==> src/rtl/core/chkvs_pkg.sv <==
`default_nettype none
package chkvs_pkg;

   localparam logic [2:0] OP_INSERT     = 3'd0;
   localparam logic [2:0] OP_SEARCH     = 3'd1;
   localparam logic [2:0] OP_DELETE     = 3'd2;
   localparam logic [2:0] OP_CLR_BUCKET = 3'd3;
   localparam logic [2:0] OP_CLR_ALL    = 3'd4;

   localparam logic [3:0] STAT_INSERTED    = 4'd0;
   localparam logic [3:0] STAT_UPDATED     = 4'd1;
   localparam logic [3:0] STAT_FOUND       = 4'd2;
   localparam logic [3:0] STAT_NOT_FOUND   = 4'd3;
   localparam logic [3:0] STAT_DELETED     = 4'd4;
   localparam logic [3:0] STAT_CLEARED     = 4'd5;
   localparam logic [3:0] STAT_EMPTY       = 4'd6;
   localparam logic [3:0] STAT_ALL_CLEARED = 4'd7;
   localparam logic [3:0] STAT_BAD_KEY     = 4'd8;
   localparam logic [3:0] STAT_BAD_INDEX   = 4'd9;
   localparam logic [3:0] STAT_POOL_FULL   = 4'd10;

   localparam logic [7:0] CHAR_DIGIT_LO  = 8'd48;
   localparam logic [7:0] CHAR_DIGIT_HI  = 8'd57;
   localparam logic [7:0] CHAR_LETTER_LO = 8'd65;
   localparam logic [7:0] CHAR_LETTER_HI = 8'd90;

   // sum of squares of the smallest legal key
   localparam logic [17:0] KEY_BIAS = 18'd15745;
   // legal keys give a biased sum below 8601
   localparam int DIV_W = 14;

   typedef struct packed {
      logic [63:0] lo;
      logic [63:0] mid;
      logic [31:0] hi;
   } val_type;

   typedef struct packed {
      logic [47:0] key;
      val_type     val;
   } node_rec_type;

   typedef enum logic [3:0] {
      S_IDLE,
      S_HASH,
      S_HEAD_RD,
      S_HEAD,
      S_NODE,
      S_ACT,
      S_ALLOC,
      S_INS1,
      S_INS2,
      S_DEL2,
      S_CB_RD,
      S_CB,
      S_SWEEP
   } state_type;

endpackage
`default_nettype wire

==> src/rtl/core/chkvs_hash.sv <==
`default_nettype none
module chkvs_hash
   import chkvs_pkg::*;
#(
   parameter int BUCKETS = 1024,
   parameter int BW      = 10
) (
   input  wire logic          clock,
   input  wire logic          reset,
   input  wire logic          go,
   input  wire logic [47:0]   key,
   output logic               done,
   output logic [BW-1:0]      bucket
);

   // floor(x / BUCKETS) as (x * RECIP) >> SHIFT, exact for every x below 2**DIV_W
   localparam int               SHIFT     = DIV_W + $clog2(BUCKETS);
   localparam int               RW        = DIV_W + 2;
   localparam longint           RECIP_VAL = ((longint'(1) << SHIFT) + longint'(BUCKETS) - 1)
                                            / longint'(BUCKETS);
   localparam logic [RW-1:0]    RECIP     = RW'(RECIP_VAL);
   localparam logic [DIV_W-1:0] DIVISOR   = DIV_W'(BUCKETS);

   logic [15:0]         sq_ff [6];
   logic [15:0]         sq_in [6];
   logic [3:0]          stage_ff, stage_in;
   logic [DIV_W-1:0]    x_ff, x_in;
   logic [DIV_W-1:0]    q_ff, q_in;
   logic [DIV_W-1:0]    rem_ff, rem_in;
   logic [17:0]         sum;
   logic [DIV_W+RW-1:0] prod;
   logic [2*DIV_W-1:0]  qd;

   always_comb begin
      for (int i = 0; i < 6; i++) begin
         sq_in[i] = 16'(key[47-8*i -: 8]) * 16'(key[47-8*i -: 8]);
      end
   end

   always_comb begin
      sum = '0;
      for (int i = 0; i < 6; i++) begin
         sum = sum + 18'(sq_ff[i]);
      end
   end

   // squares, biased sum, quotient, remainder: each step is registered
   assign x_in     = DIV_W'(sum - KEY_BIAS);
   assign prod     = x_ff * RECIP;
   assign q_in     = DIV_W'(prod >> SHIFT);
   assign qd       = q_ff * DIVISOR;
   assign rem_in   = x_ff - DIV_W'(qd);
   assign stage_in = {stage_ff[2:0], go};

   always_ff @(posedge clock) begin
      if (reset) begin
         stage_ff <= '0;
      end else begin
         stage_ff <= stage_in;
      end
   end

   always_ff @(posedge clock) begin
      if (go) begin
         for (int i = 0; i < 6; i++) begin
            sq_ff[i] <= sq_in[i];
         end
      end
      x_ff   <= x_in;
      q_ff   <= q_in;
      rem_ff <= rem_in;
   end

   assign done   = stage_ff[3];
   assign bucket = rem_ff[BW-1:0];

endmodule
`default_nettype wire

==> config.mk <==
export PLATFORM = sky130hd
export DESIGN_NAME = chkvs_hash
export DESIGN_NICKNAME = d
export VERILOG_FILES = /design/src/rtl/core/chkvs_pkg.sv /design/src/rtl/core/chkvs_hash.sv
export SDC_FILE = /design/constraint.sdc
export NUM_CORES = 1
export LEC_CHECK = 0
export ABC_AREA = 0
export BUFFER_PORTS_ARGS = -buffer_cell sky130_fd_sc_hd__buf_2
export CORE_ASPECT_RATIO = 1.5
export CORE_UTILIZATION = 57
export DETAILED_ROUTE_END_ITERATION = 8
export PLACE_DENSITY = 0.76
export SLEW_MARGIN = 20
export SYNTH_ARGS = -nofsm -noshare
export SYNTH_HDL_FRONTEND = slang
export SYNTH_SLANG_ARGS = --single-unit
==> constraint.sdc <==
create_clock -name clock -period 5.3 [get_ports clock]
set_input_delay 1.06 -clock clock [delete_from_list [all_inputs] [get_ports clock]]
set_output_delay 1.06 -clock clock [all_outputs]
set_load 0.02 [all_outputs]
* Word level (Yosys, flattened, before mapping)
Memories as Yosys holds them, arrays and structs flattened.
Cells that the tools add are included.
** Storage, ports and cells
- Register bits :: 24
- Bits in writable memories :: 96
- Bits of input ports :: 51
- Output and inout bits :: 11
- Logic and storage cells :: 19
- Memories kept :: 1
** Operators by class
- Add/sub/neg operators :: 7
- Multiply operators :: 6
- Mux-type cells :: 2
** Memory list
- sq_ff :: words 6, width 16, read ports 6, clocked after memory_dff 0, write ports 6, RTL line chkvs_hash.sv:24 : logic [15:0] sq_ff [6];
** Operator list (number)
- multiplier 8 x 8 -> 16 bit :: 6
- adder 10 bit :: 5
- subtractor 10 x 1 -> 10 bit (second input constant) :: 1
- subtractor 10 x 9 -> 10 bit (second input constant) :: 1
- two-way mux 1 bit :: 2

* Logic depth before layout (Yosys ltp)
Gate-level depths: netlist (run 1).
An unclocked memory read counts as a cell.
- Depth in word-level cells :: 7
- Mapped depth :: 17
- Gate-level depth less buffers :: 17

* Least setup slack after synthesis (run 1)
Ideal clock, no wire load.
- Path kind :: input to register
- Start :: input key[25]
- End :: memory sq_ff[2][9], data pin
- Library setup time :: 260 ps
- Data arrival time :: 4093 ps
- Data required time :: 5040 ps
- Path slack :: 947 ps
- Stages :: 15
- Buffers on the path :: 1
- Cells stage by stage :: clkbuf_1 -> nand2_1 -> fa_1 -> inv_1 -> fa_1 -> ha_1 -> inv_1 -> fa_1 -> inv_1 -> ha_1 -> a21o_1 -> a21oi_1 -> o21bai_1 -> a21oi_1 -> xnor2_1
** RTL lines
- start, declared :: RTL line chkvs_hash.sv:11 : input wire logic [47:0] key,
- end, declared :: RTL line chkvs_hash.sv:24

==> metrics.log, run 1 <==
INFO  metric grt_pass1_wl = 27.6 mm
INFO  metric dr.pass1.iters = 6
INFO  metric ys_warn_count = 0
INFO  metric min-delay-start = x_ff[0]$_DFF_P_
INFO  metric seq_area_frac_synth = 0.221
INFO  metric layout.cells.most_common = sky130_fd_sc_hd__inv_1
INFO  metric min-delay-path-class = register to register
INFO  metric grt_util_met1 = 0.224
INFO  metric ys_types = 29
INFO  metric rr_endpoint = x_ff[9]$_DFF_P_
INFO  metric min_period_over_period = 0.823
INFO  metric setup.worst_path.start_class = primary input
INFO  metric setup-tns-final = 0 ns
INFO  metric clock_tree.root_cell = sky130_fd_sc_hd__clkbuf_16
INFO  metric slew_headroom = 0.537
INFO  metric synth_seq_cells = 78
INFO  metric ys_top_cells_by_area = sky130_fd_sc_hd__fa_1, sky130_fd_sc_hd__edfxtp_1, sky130_fd_sc_hd__ha_1
INFO  metric area.growth.synth_to_final = 9.22%
INFO  metric grtUsageTotal = 0.203
INFO  metric area_of_the_core_region = 0.0163 sq mm
INFO  metric start_util = 0.584
INFO  metric arrival = 4.44 ns
INFO  metric worst_clock_skew = 0.00651 ns
INFO  metric grt_max_degree = 56
INFO  metric worst-endpoint-required = 5.37 ns
INFO  metric worst-r2r-cell-count = 13
INFO  metric path_clk_slew = 0.06 ns
INFO  metric maxClockFrequency = 229 MHz
INFO  metric setup_viol_count_final = 0
INFO  metric layout.cells.most_common_list = sky130_fd_sc_hd__inv_1, sky130_fd_sc_hd__fa_1, sky130_fd_sc_hd__ha_1
INFO  metric placementRows = 57
INFO  metric drt_drc_violations_left = 0
INFO  metric max_cap_viol_count = 0
INFO  metric design.final.nets = 1324
INFO  metric finish.utilization = 0.638
INFO  metric run_status = completed
INFO  metric detail_route.wl_per_cell = 12.5 um
INFO  metric dr_total_vias = 5937
INFO  metric syn_avg_cell_area = 10.1 sq um
INFO  metric worst_hold_end = rem_ff[0]$_DFF_P_
INFO  metric gp_congestion = 0.830
INFO  metric die_height = 160 um
INFO  metric detailedRoute.firstIterationViolations = 226
INFO  metric grt_antenna_before_repair = 0
INFO  metric yosysTopAreaCellShare = 0.282
INFO  metric first_global_vias = 6454
INFO  metric htreeDepth = 3
INFO  metric place_hpwl = 13.4 mm
INFO  metric die_x = 107 um
INFO  metric gate_count_after_technology_mapping = 942
INFO  metric floorplan.die_area = 0.0172 sq mm
INFO  metric timing.setup.critical_path_class = primary input to register
INFO  metric final_cell_count_no_fill = 1230
INFO  metric place.detailed.instances = 1214
INFO  metric io_buffer_count = 61
INFO  metric cts_repair_resize_count = 0
INFO  metric synthesis.area = 0.00950 sq mm
INFO  metric max-clock-path-buffers = 2
INFO  metric detail-route-antenna-nets = 0
INFO  metric grt_use_met2 = 0.396
INFO  metric hold_path_depth = 0
INFO  metric top_cell_type_by_total_area_after_synthesis = sky130_fd_sc_hd__fa_1
INFO  metric cts_inserted_buffers = 9
INFO  metric slew_worst_pin = 0.694 ns
INFO  metric setup.worst_path.end_class = register
INFO  metric global_route.usage.met3 = 0.0208
INFO  metric path_max_fanout = 9
INFO  metric post_route_cells_drive_above_1_share = 0.0820
INFO  metric insertion_delay = 0.33 ns
INFO  metric number_of_pins_exceeding_their_max_slew_limit_in_the_final_report = 0
INFO  metric cts_hold_repair.buffers = 0
INFO  metric globalRoute.totalOverflow = 0
INFO  metric busiest_layer = met2
INFO  metric drt-total-wl = 15.4 mm
INFO  metric cts_setup_buffers = 0
INFO  metric tritoncts = yes
INFO  metric regToRegStartpoint = sq_ff[5][3]$_DFFE_PP_
INFO  metric via_density_per_instance = 4.83
INFO  metric cts.sink_count = 78
INFO  metric grt_setup_unrepaired = no
INFO  metric hold_viol_final = 0
INFO  metric finalCriticalPeriod = 4.36 ns
INFO  metric r2r_setup_slack = 1.30 ns
INFO  metric design.portCount = 62
INFO  metric antennaDiodeCount = 0
## final cells by class
cell class	instances	area, sq um
clock buffer	10	229
inverter	274	1030
clock inverter	6	61.3
timing repair buffer	62	313
multi-input combinational	594	6390
sequential	78	2100
fill	1329	5880
tap	206	258
## worst max path at each step
stage / to / cells after the start / slack (ns) / from
floorplan: sq_ff[2][9]$_DFFE_PP_ / 15 / 0.95 / key[25]
global placement: sq_ff[4][9]$_DFFE_PP_ / 18 / 0.66 / key[8]
CTS: sq_ff[1][9]$_DFFE_PP_ / 18 / 0.96 / key[32]
finish: sq_ff[1][9]$_DFFE_PP_ / 18 / 0.94 / key[32]
global route: sq_ff[4][9]$_DFFE_PP_ / 18 / 0.68 / key[8]
detailed placement: sq_ff[1][9]$_DFFE_PP_ / 18 / 0.61 / key[32]
## flip-flops by register name, summed over array words and instances (netlist names)
signal / cells
stage_ff: 4
rem_ff: 10
sq_ff: 54
x_ff: 10
## per-stage QoR
stage                     hold WS [ns]  setup WS, ns  instance area [sq um]
after floorplan                  0.310         0.947                   9520
after global placement           0.312         0.657                  10100
after detailed placement         0.312         0.606                  10100
after CTS                        0.324         0.957                  10400
after global routing             0.325         0.676                  10400
final                            0.325         0.938                  10400
## layer usage
metal | part of all wire | routed length [um]
met4 | 0.023 | 350
met2 | 0.57 | 8780
met1 | 0.39 | 5950
met3 | 0.021 | 319
met5 | 0 | 0
## cell families (layout without fill, tap and decap cells)
logic type,Yosys count,in the layout,synth area share
other,2,8,0.000790
buffers and inverters,276,352,0.109
xor gates and xnor gates,93,93,0.0857
adders and majority gates,254,254,0.440
AOI/OAI and AO/OA,62,62,0.0408
DFF,78,78,0.221
and+or+nand+nor,177,177,0.102
## critical path, cell delays in order
cell                       delay (ns)
sky130_fd_sc_hd__buf_2           0.17
sky130_fd_sc_hd__and2_1          0.21
sky130_fd_sc_hd__xor2_1          0.16
sky130_fd_sc_hd__ha_1            0.16
sky130_fd_sc_hd__a21oi_1         0.05
sky130_fd_sc_hd__fa_1            0.48
sky130_fd_sc_hd__inv_1           0.04
sky130_fd_sc_hd__ha_1            0.27
sky130_fd_sc_hd__inv_1           0.06
sky130_fd_sc_hd__fa_1            0.54
sky130_fd_sc_hd__inv_1           0.04
sky130_fd_sc_hd__ha_1            0.33
sky130_fd_sc_hd__nor2b_1         0.14
sky130_fd_sc_hd__o21ai_0         0.20
sky130_fd_sc_hd__a21boi_0        0.16
sky130_fd_sc_hd__o21a_1          0.19
sky130_fd_sc_hd__nor2_1          0.11
sky130_fd_sc_hd__xnor2_1         0.07
## cell usage after synthesis, drive strengths merged
library cell	number
conb	2
nor2	28
and3	5
nand2	28
dfxtp	24
nor2b	16
xor2	13
edfxtp	54
nor3	2
o21a	4
a21oi	28
and2b	1
a21o	10
o21ai	11
fa	134
ha	120
xnor2	80
nor3b	3
and2	91
inv	274
or2	3
a21boi	4
o21bai	4
o41ai	1
clkbuf	2
Power of run 1 is left out: the tool's default activity adds up to more than one toggle a clock period on the data nets, which glitch-free logic cannot reach.
==> run 2, diff against run 1 <==
- ABC_AREA: 0 -> 1
- PLACE_DENSITY: 0.76 -> 0.78
- clock period: 5.3 -> 3.78 ns (I/O delays scaled with it)
==> run 2 against run 1 <==
  * The run now ends with setup timing left
  * Routed wire length up 47%
  * Global-route usage increased by 4.1 points
  * Register-to-register slack got worse by 1.3 ns
  * Sequential share of layout area fell by 4.1 points
  * Highest routed layer unchanged
==> metrics.log, run 2 <==
INFO  metric synth_seq_cells = 78 (unchanged)
INFO  metric detailedRoute.firstIterationViolations = 298 (+32%)
INFO  metric ys_warn_count = 0 (unchanged)
INFO  metric clock_tree.root_cell = sky130_fd_sc_hd__clkbuf_16
INFO  metric cts_inserted_buffers = 9 (unchanged)
INFO  metric first_global_vias = 8575 (+33%)
INFO  metric tritoncts = yes
INFO  metric gate_count_after_technology_mapping = 1191 (+26%)
INFO  metric insertion_delay = 0.34 ns (about the same)
INFO  metric drt-total-wl = 22.7 mm (+47%)
INFO  metric final_setup_slack_of_the_worst_path = -0.0904 ns (-1.03 ns)
INFO  metric cts.sink_count = 78 (unchanged)
INFO  metric start_util = 0.583 (-0.00150)
INFO  metric synthArstFlopShare = 0 (unchanged)
INFO  metric dr_total_vias = 8090 (+36%)
INFO  metric max_flop_register = sq_ff
INFO  metric grt_setup_unrepaired = yes
INFO  metric ys_top_cells_by_area = sky130_fd_sc_hd__fa_1, sky130_fd_sc_hd__edfxtp_1, sky130_fd_sc_hd__inv_1
INFO  metric hold_viol_final = 0 (unchanged)
INFO  metric seq_area_frac_synth = 0.208 (-0.0133)
INFO  metric placementRows = 59 (+3.5%)
INFO  metric post_route_cells_drive_above_1_share = 0.286 (+0.204)
INFO  metric run_status = finished, violations left
INFO  metric drt_drc_violations_left = 0 (unchanged)
INFO  metric min-delay-path-class = register to register
INFO  metric gp_congestion = 0.844 (+1.7%)
INFO  metric design.final.nets = 1732 (+31%)
INFO  metric synth_enable_flop_cells = 54 (unchanged)
INFO  metric design.portCount = 62 (unchanged)
INFO  metric synth.most_common_cell = sky130_fd_sc_hd__inv_1
INFO  metric setup.worst_path.end_class = register
INFO  metric synthesis.area = 0.0101 sq mm (+6.4%)
INFO  metric floorplan.die_area = 0.0183 sq mm (+6.3%)
INFO  metric max_cap_viol_count = 0 (unchanged)
INFO  metric setup.worst_path.start_class = primary input
INFO  metric place_hpwl = 17.6 mm (+31%)
INFO  metric grt_antenna_before_repair = 0 (unchanged)
INFO  metric largest_reg_flops = 54 (unchanged)
INFO  metric globalRoute.totalOverflow = 0 (unchanged)
INFO  metric number_of_pins_exceeding_their_max_slew_limit_in_the_final_report = 0 (unchanged)
INFO  metric dr.pass1.iters = 4 (-2)
INFO  metric die_height = 165 um (+3.1%)
INFO  metric via_density_per_instance = 4.92 (+1.9%)
INFO  metric worst-endpoint-required = 3.88 ns (-1.49 ns)
INFO  metric layout.cells.most_common = sky130_fd_sc_hd__inv_1
INFO  metric arrival = 3.97 ns (-0.47 ns)
INFO  metric detail_route.wl_per_cell = 13.8 um (+10%)
INFO  metric violations_in_the_final_reports = setup timing
INFO  metric worst_clock_skew = 0.00866 ns (+0.00215 ns)
INFO  metric worst_path_largest_cell_delay = 0.55 ns (about the same)
INFO  metric grt_max_degree = 37 (-34%)
INFO  metric ys_types = 25 (-14%)
INFO  metric htreeDepth = 3 (unchanged)
INFO  metric slew_headroom = 0.446 (-0.0918)
INFO  metric setup_viol_count_final = 3 (+3)
INFO  metric critical-path-top-cell-by-count = sky130_fd_sc_hd__fa_1
INFO  metric critical_path.cell_chain = buf_2 > nand2_2 > inv_2 > fa_1 > inv_2 > fa_1 > fa_1 > fa_1 > inv_2 > ha_4 > nand2_4 > nor3_2 > nand2_1 > o211ai_1 > nand3b_1 > nand2_1
INFO  metric layout.cells.most_common_list = sky130_fd_sc_hd__inv_1, sky130_fd_sc_hd__nand2_1, sky130_fd_sc_hd__buf_4
INFO  metric path_max_fanout = 2 (-7)
INFO  metric yosys-top-cells-count = sky130_fd_sc_hd__inv_1, sky130_fd_sc_hd__nand2_1, sky130_fd_sc_hd__fa_1, sky130_fd_sc_hd__ha_1, sky130_fd_sc_hd__edfxtp_1
INFO  metric top_cell_type_by_total_area_after_synthesis = sky130_fd_sc_hd__fa_1
INFO  metric crit_buf_inv = 4 (unchanged)
INFO  metric antennaDiodeCount = 0 (unchanged)
INFO  metric timing.setup.critical_path_class = primary input to register
INFO  metric max-clock-path-buffers = 2 (unchanged)
INFO  metric yosysTopAreaCellShare = 0.265 (-0.0170)
INFO  metric slew_worst_pin = 0.832 ns (+0.138 ns)
INFO  metric grt_pass1_wl = 35.7 mm (+30%)
INFO  metric yosys_most_used_dff = sky130_fd_sc_hd__edfxtp_1
INFO  metric maxClockFrequency = 258 MHz
INFO  metric finalCriticalPeriod = 3.87 ns
INFO  metric syn_avg_cell_area = 8.49 sq um (-16%)
INFO  metric filler_cell_count = 1104 (-17%)
INFO  metric area.growth.synth_to_final = 29.0%
INFO  metric cp_top_family = adder cells
INFO  metric io_buffer_count = 61 (unchanged)
INFO  metric min_period_over_period = 1.02
INFO  metric path_clk_slew = 0.06 ns (about the same)
INFO  metric biggestRegsByFlops = sq_ff (54), rem_ff (10), x_ff (10)
INFO  metric die_x = 111 um (+3.1%)
INFO  metric grtUsageTotal = 0.244 (+0.0405)
INFO  metric area_of_the_core_region = 0.0173 sq mm (+6.7%)
INFO  metric detail-route-antenna-nets = 0 (unchanged)
INFO  metric dp_slack = -0.465 ns (-1.07 ns)
INFO  metric crit_slowest_cell = sky130_fd_sc_hd__fa_1
==> run 2: cell count changes after synthesis, sizes merged, moves of 12 or more <==
cell | previous run | this run
and2 | 91 | 0
nand2 | 28 | 222
nand3 | 0 | 25
xnor2 | 80 | 25
nor2b | 16 | 0
inv | 274 | 403
xor2 | 13 | 52
nor2 | 28 | 40
==> run 2: layout make-up <==
cell class | count | area (sq um) | share of cell area
sequential | 78 | 2100 | 0.161
inverter | 403 | 1520 | 0.116
tap | 213 | 267 | 0.0204
clock buffer | 12 | 236 | 0.0181
clock inverter | 4 | 56.3 | 0.00432
timing repair buffer | 231 | 1740 | 0.134
multi-input combinational | 704 | 7120 | 0.546
==> run 2: stage by stage <==
step	cells	setup TNS, ns	hold slack, ns	utilization	instance area, sq um
after floorplan	1197	-0.811	0.310	-	10600
after global placement	1611	-5.14	0.310	0.696	12100
after CTS	1636	-0.209	0.328	0.724	12600
after global routing	1645	-0.886	0.331	0.752	13000
after detailed placement	1611	-6.84	0.313	0.696	12100
final	1645	-0.133	0.325	0.752	13000
==> run 2: per-layer routing <==
| metal | global-route usage | vias up | routed length, um |
|---|---|---|---|
| met4 | 0.110 | 0 | 1100 |
| met5 | 0 | - | 0 |
| met3 | 0.0277 | 82 | 537 |
| met1 | 0.228 | 3914 | 7630 |
| met2 | 0.517 | 157 | 13400 |
| li1 | - | 3937 | - |
==> run 2: final timing paths <==
| kind | start | end | slack [ns] | depth (start not counted) |
|---|---|---|---|---|
| worst max-delay path | key[19] | sq_ff[3][9]$_DFFE_PP_ | -0.09 | 16 |
| worst min-delay path | x_ff[2]$_DFF_P_ | rem_ff[2]$_DFF_P_ | 0.33 | 0 |
| worst max register to register | sq_ff[3][4]$_DFFE_PP_ | x_ff[9]$_DFF_P_ | 0.05 | 13 |
| worst min register to register | x_ff[2]$_DFF_P_ | rem_ff[2]$_DFF_P_ | 0.33 | 0 |
==> run 2: timing repair <==
action / in CTS / in global routing
gates resized for setup: 44 / 114
setup buffers: 9 / 9
pin swaps: 43 / 80
hold buffers: 0 / 0
endpoints found under the hold margin: 0 / 0
setup endpoints to repair: 8 / 20
==> run 2: kinds of logic after synthesis <==
logic type	Yosys count	synth area share
XOR/XNOR	77	0.0667
buffers and inverters	415	0.154
AO/OA/AOI/OAI	60	0.0356
AND/OR/NAND/NOR	305	0.121
adder cells (fa/ha/maj)	254	0.414
flip-flops	78	0.208
other	2	0.000743
==> run 2: worst reg2reg max path, delay by kind of cell, from the launching register on <==
family	cells	cell delay, ns
buf+inv	3	0.22
compound gates	2	0.36
simple gates	3	0.29
flops	1	0.40
fa+ha+maj	5	2.34
Power of run 2 is left out for the same reason.
==> run 3, diff against run 2 <==
- ABC_AREA: 1 -> default
- CELL_PAD_IN_SITES_DETAIL_PLACEMENT: default -> 0
- CELL_PAD_IN_SITES_GLOBAL_PLACEMENT: default -> 1
- CORE_UTILIZATION: 57 -> 45
- PLACE_DENSITY: 0.78 -> default
- PLACE_DENSITY_LB_ADDON: default -> 0.1
==> run 3 against run 2 <==
  * The flow now finishes without violations
  * Routed wire length decreased by 23%
  * Final area fell by 4.6%
  * Die area is 19% higher
  * First-iteration DRC count down 37%
  * Clock skew down 0.0011 ns
  * Count of clock-buffer cells in the layout down 2
  * Final cell count decreased by 12%
  * Critical path type unchanged
  * Highest routed layer unchanged
==> metrics.log, run 3 (synthesized netlist as in run 1, its figures left out) <==
INFO  metric grt_setup_unrepaired = yes
INFO  metric grt_pass1_wl = 30.5 mm (-15%)
INFO  metric biggestRegsByFlops = sq_ff (54), rem_ff (10), x_ff (10)
INFO  metric maxClockFrequency = 268 MHz (+3.9%)
INFO  metric gp_congestion = 0.769 (-8.9%)
INFO  metric finish.utilization = 0.604 (-0.147)
INFO  metric power_leakage = 6.22 nW
INFO  metric worstSetupEndpoint = sq_ff[3][9]$_DFFE_PP_
INFO  metric comb_power_share = 0.789
INFO  metric detailedRoute.firstIterationViolations = 188 (-37%)
INFO  metric grtUsageTotal = 0.178 (-0.0664)
INFO  metric finalCriticalPeriod = 3.73 ns (-0.144 ns)
INFO  metric setup.worst_path.end_class = register
INFO  metric total_power = 12.1 mW
INFO  metric max-clock-path-buffers = 2 (unchanged)
INFO  metric area.growth.synth_to_final = 30.9%
INFO  metric number_of_pins_exceeding_their_max_slew_limit_in_the_final_report = 0 (unchanged)
INFO  metric cts_inserted_buffers = 9 (unchanged)
INFO  metric area_of_the_core_region = 0.0206 sq mm (+19%)
INFO  metric detail-route-antenna-nets = 0 (unchanged)
INFO  metric total_switching_power = 5.11 mW
INFO  metric slew_headroom = 0.647 (+0.201)
INFO  metric place_hpwl = 15.0 mm (-15%)
INFO  metric run_status = completed
INFO  metric post_route_cells_drive_above_1_share = 0.310 (+0.0246)
INFO  metric antennaDiodeCount = 0 (unchanged)
INFO  metric min-delay-path-class = register to register
INFO  metric path_max_fanout = 4 (+2)
INFO  metric worst_clock_skew = 0.00761 ns (-0.00106 ns)
INFO  metric worst-r2r-cell-count = 13 (unchanged)
INFO  metric timing.setup.critical_path_class = primary input to register
INFO  metric worst-endpoint-required = 3.86 ns (-0.02 ns)
INFO  metric drt_drc_violations_left = 0 (unchanged)
INFO  metric max_cap_viol_count = 0 (unchanged)
INFO  metric cts.sink_count = 78 (unchanged)
INFO  metric r2r_setup_slack = 0.06 ns (about the same)
INFO  metric setup.worst_path.start_class = primary input
INFO  metric largest_reg_flops = 54 (unchanged)
INFO  metric dr.pass1.iters = 4 (unchanged)
INFO  metric netSwitchingFraction = 0.423
INFO  metric design.final.nets = 1480 (-15%)
INFO  metric clock_tree.root_cell = sky130_fd_sc_hd__clkbuf_16
INFO  metric max_flop_register = sq_ff
INFO  metric crit_start = key[18]
INFO  metric tritoncts = yes
INFO  metric grt_antenna_before_repair = 0 (unchanged)
INFO  metric slew_worst_pin = 0.530 ns (-0.302 ns)
INFO  metric path_clk_slew = 0.06 ns (about the same)
INFO  metric multiInputGateArea = 0.00709 sq mm (-0.47%)
INFO  metric drt-total-wl = 17.5 mm (-23%)
INFO  metric die_x = 121 um (+8.9%)
INFO  metric floorplan.die_area = 0.0217 sq mm (+19%)
INFO  metric cellPowerDensity = 971 mW/mm^2
INFO  metric regToRegStartpoint = sq_ff[2][3]$_DFFE_PP_
INFO  metric grt_max_degree = 44 (+19%)
INFO  metric htreeDepth = 3 (unchanged)
INFO  metric placementRows = 64 (+8.5%)
INFO  metric design.portCount = 62 (unchanged)
INFO  metric die_height = 180 um (+9.0%)
INFO  metric peakVddDrop = 0.781 mV
INFO  metric setup-tns-final = 0 ns (+0.133 ns)
INFO  metric p_int = 6.96 mW
INFO  metric detail_route.wl_per_cell = 12.1 um (-12%)
INFO  metric register_area = 0.00210 sq mm (unchanged)
INFO  metric setup_viol_count_final = 0 (-3)
INFO  metric layout.cells.most_common_list = sky130_fd_sc_hd__inv_1, sky130_fd_sc_hd__buf_4, sky130_fd_sc_hd__fa_1
INFO  metric power.sequential.fraction = 0.135
INFO  metric arrival = 3.81 ns (-0.16 ns)
INFO  metric insertion_delay = 0.34 ns (about the same)
INFO  metric via_density_per_instance = 4.48 (-9.0%)
INFO  metric layout.cells.most_common = sky130_fd_sc_hd__inv_1
INFO  metric rr_endpoint = x_ff[7]$_DFF_P_
INFO  metric p_clk_frac = 0.076
INFO  metric filler_cell_count = 1814 (+64%)
INFO  metric first_global_vias = 6968 (-19%)
INFO  metric min-delay-start = x_ff[3]$_DFF_P_
INFO  metric io_buffer_count = 61 (unchanged)
INFO  metric hold_viol_final = 0 (unchanged)
INFO  metric globalRoute.totalOverflow = 0 (unchanged)
INFO  metric dr_total_vias = 6464 (-20%)
INFO  metric min_period_over_period = 0.986 (-0.0380)
INFO  metric start_util = 0.462 (-0.121)
-- run 3: what timing repair did --
item,4_1_cts,5_1_grt
setup buffers,1,6
pin swaps,7,94
endpoints found under the setup margin,3,15
hold buffers,0,0
resized for setup,3,99
-- run 3: worst min-delay path by stage --
stage / to / slack (ns) / cells after the start
2_1_floorplan: rem_ff[0]$_DFF_P_ / 0.31 / 0
3_3_place_gp: rem_ff[1]$_DFF_P_ / 0.31 / 0
3_5_place_dp: rem_ff[4]$_DFF_P_ / 0.31 / 0
4_1_cts: rem_ff[3]$_DFF_P_ / 0.33 / 0
5_1_grt: rem_ff[4]$_DFF_P_ / 0.33 / 0
6_report: rem_ff[3]$_DFF_P_ / 0.33 / 0
-- run 3: power by group through the flow --
stage          registers [mW]  logic, mW  clock network, mW
2_1_floorplan            1.66       6.41                  0
3_3_place_gp             1.64       8.52                  0
3_5_place_dp             1.65       8.61                  0
4_1_cts                  1.63       8.90              0.948
5_1_grt                  1.66       10.8              0.976
6_report                 1.63       9.53              0.921
-- run 3: routing by layer --
layer | GRT usage | vias up | routed length [um]
li1 | - | 3261 | -
met1 | 0.201 | 3134 | 7070
met2 | 0.343 | 53 | 9890
met3 | 0.0159 | 16 | 212
met4 | 0.0558 | 0 | 344
met5 | 0 | - | 0
-- run 3: through the flow --
stage	hold slack, ns	setup WS, ns	cell area (sq um)	instances
finish	0.325	0.0531	12400	1444
global route	0.325	-0.0756	12400	1444
CTS	0.326	0.00698	12000	1438
detailed placement	0.312	-0.325	11600	1421
global placement	0.311	-0.324	11600	1421
floorplan	0.310	-0.0416	9860	948
-- run 3: cell type report --
cell class                      instances  share of cell area
Clock buffer                           10              0.0184
Clock inverter                          6             0.00704
Inverter                              274              0.0827
Multi-Input combinational cell        594               0.570
Sequential cell                        78               0.169
Tap cell                              264              0.0266
Timing Repair Buffer                  218               0.126
-- run 3: critical path: stages --
cell,delay [ns]
sky130_fd_sc_hd__buf_2,0.12
sky130_fd_sc_hd__and2_1,0.20
sky130_fd_sc_hd__fa_1,0.51
sky130_fd_sc_hd__inv_1,0.06
sky130_fd_sc_hd__fa_1,0.55
sky130_fd_sc_hd__fa_1,0.45
sky130_fd_sc_hd__fa_1,0.56
sky130_fd_sc_hd__inv_1,0.07
sky130_fd_sc_hd__ha_4,0.27
sky130_fd_sc_hd__o21a_1,0.10
sky130_fd_sc_hd__nor2_1,0.04
sky130_fd_sc_hd__xnor2_1,0.12
(Power assumes the default switching activity.)
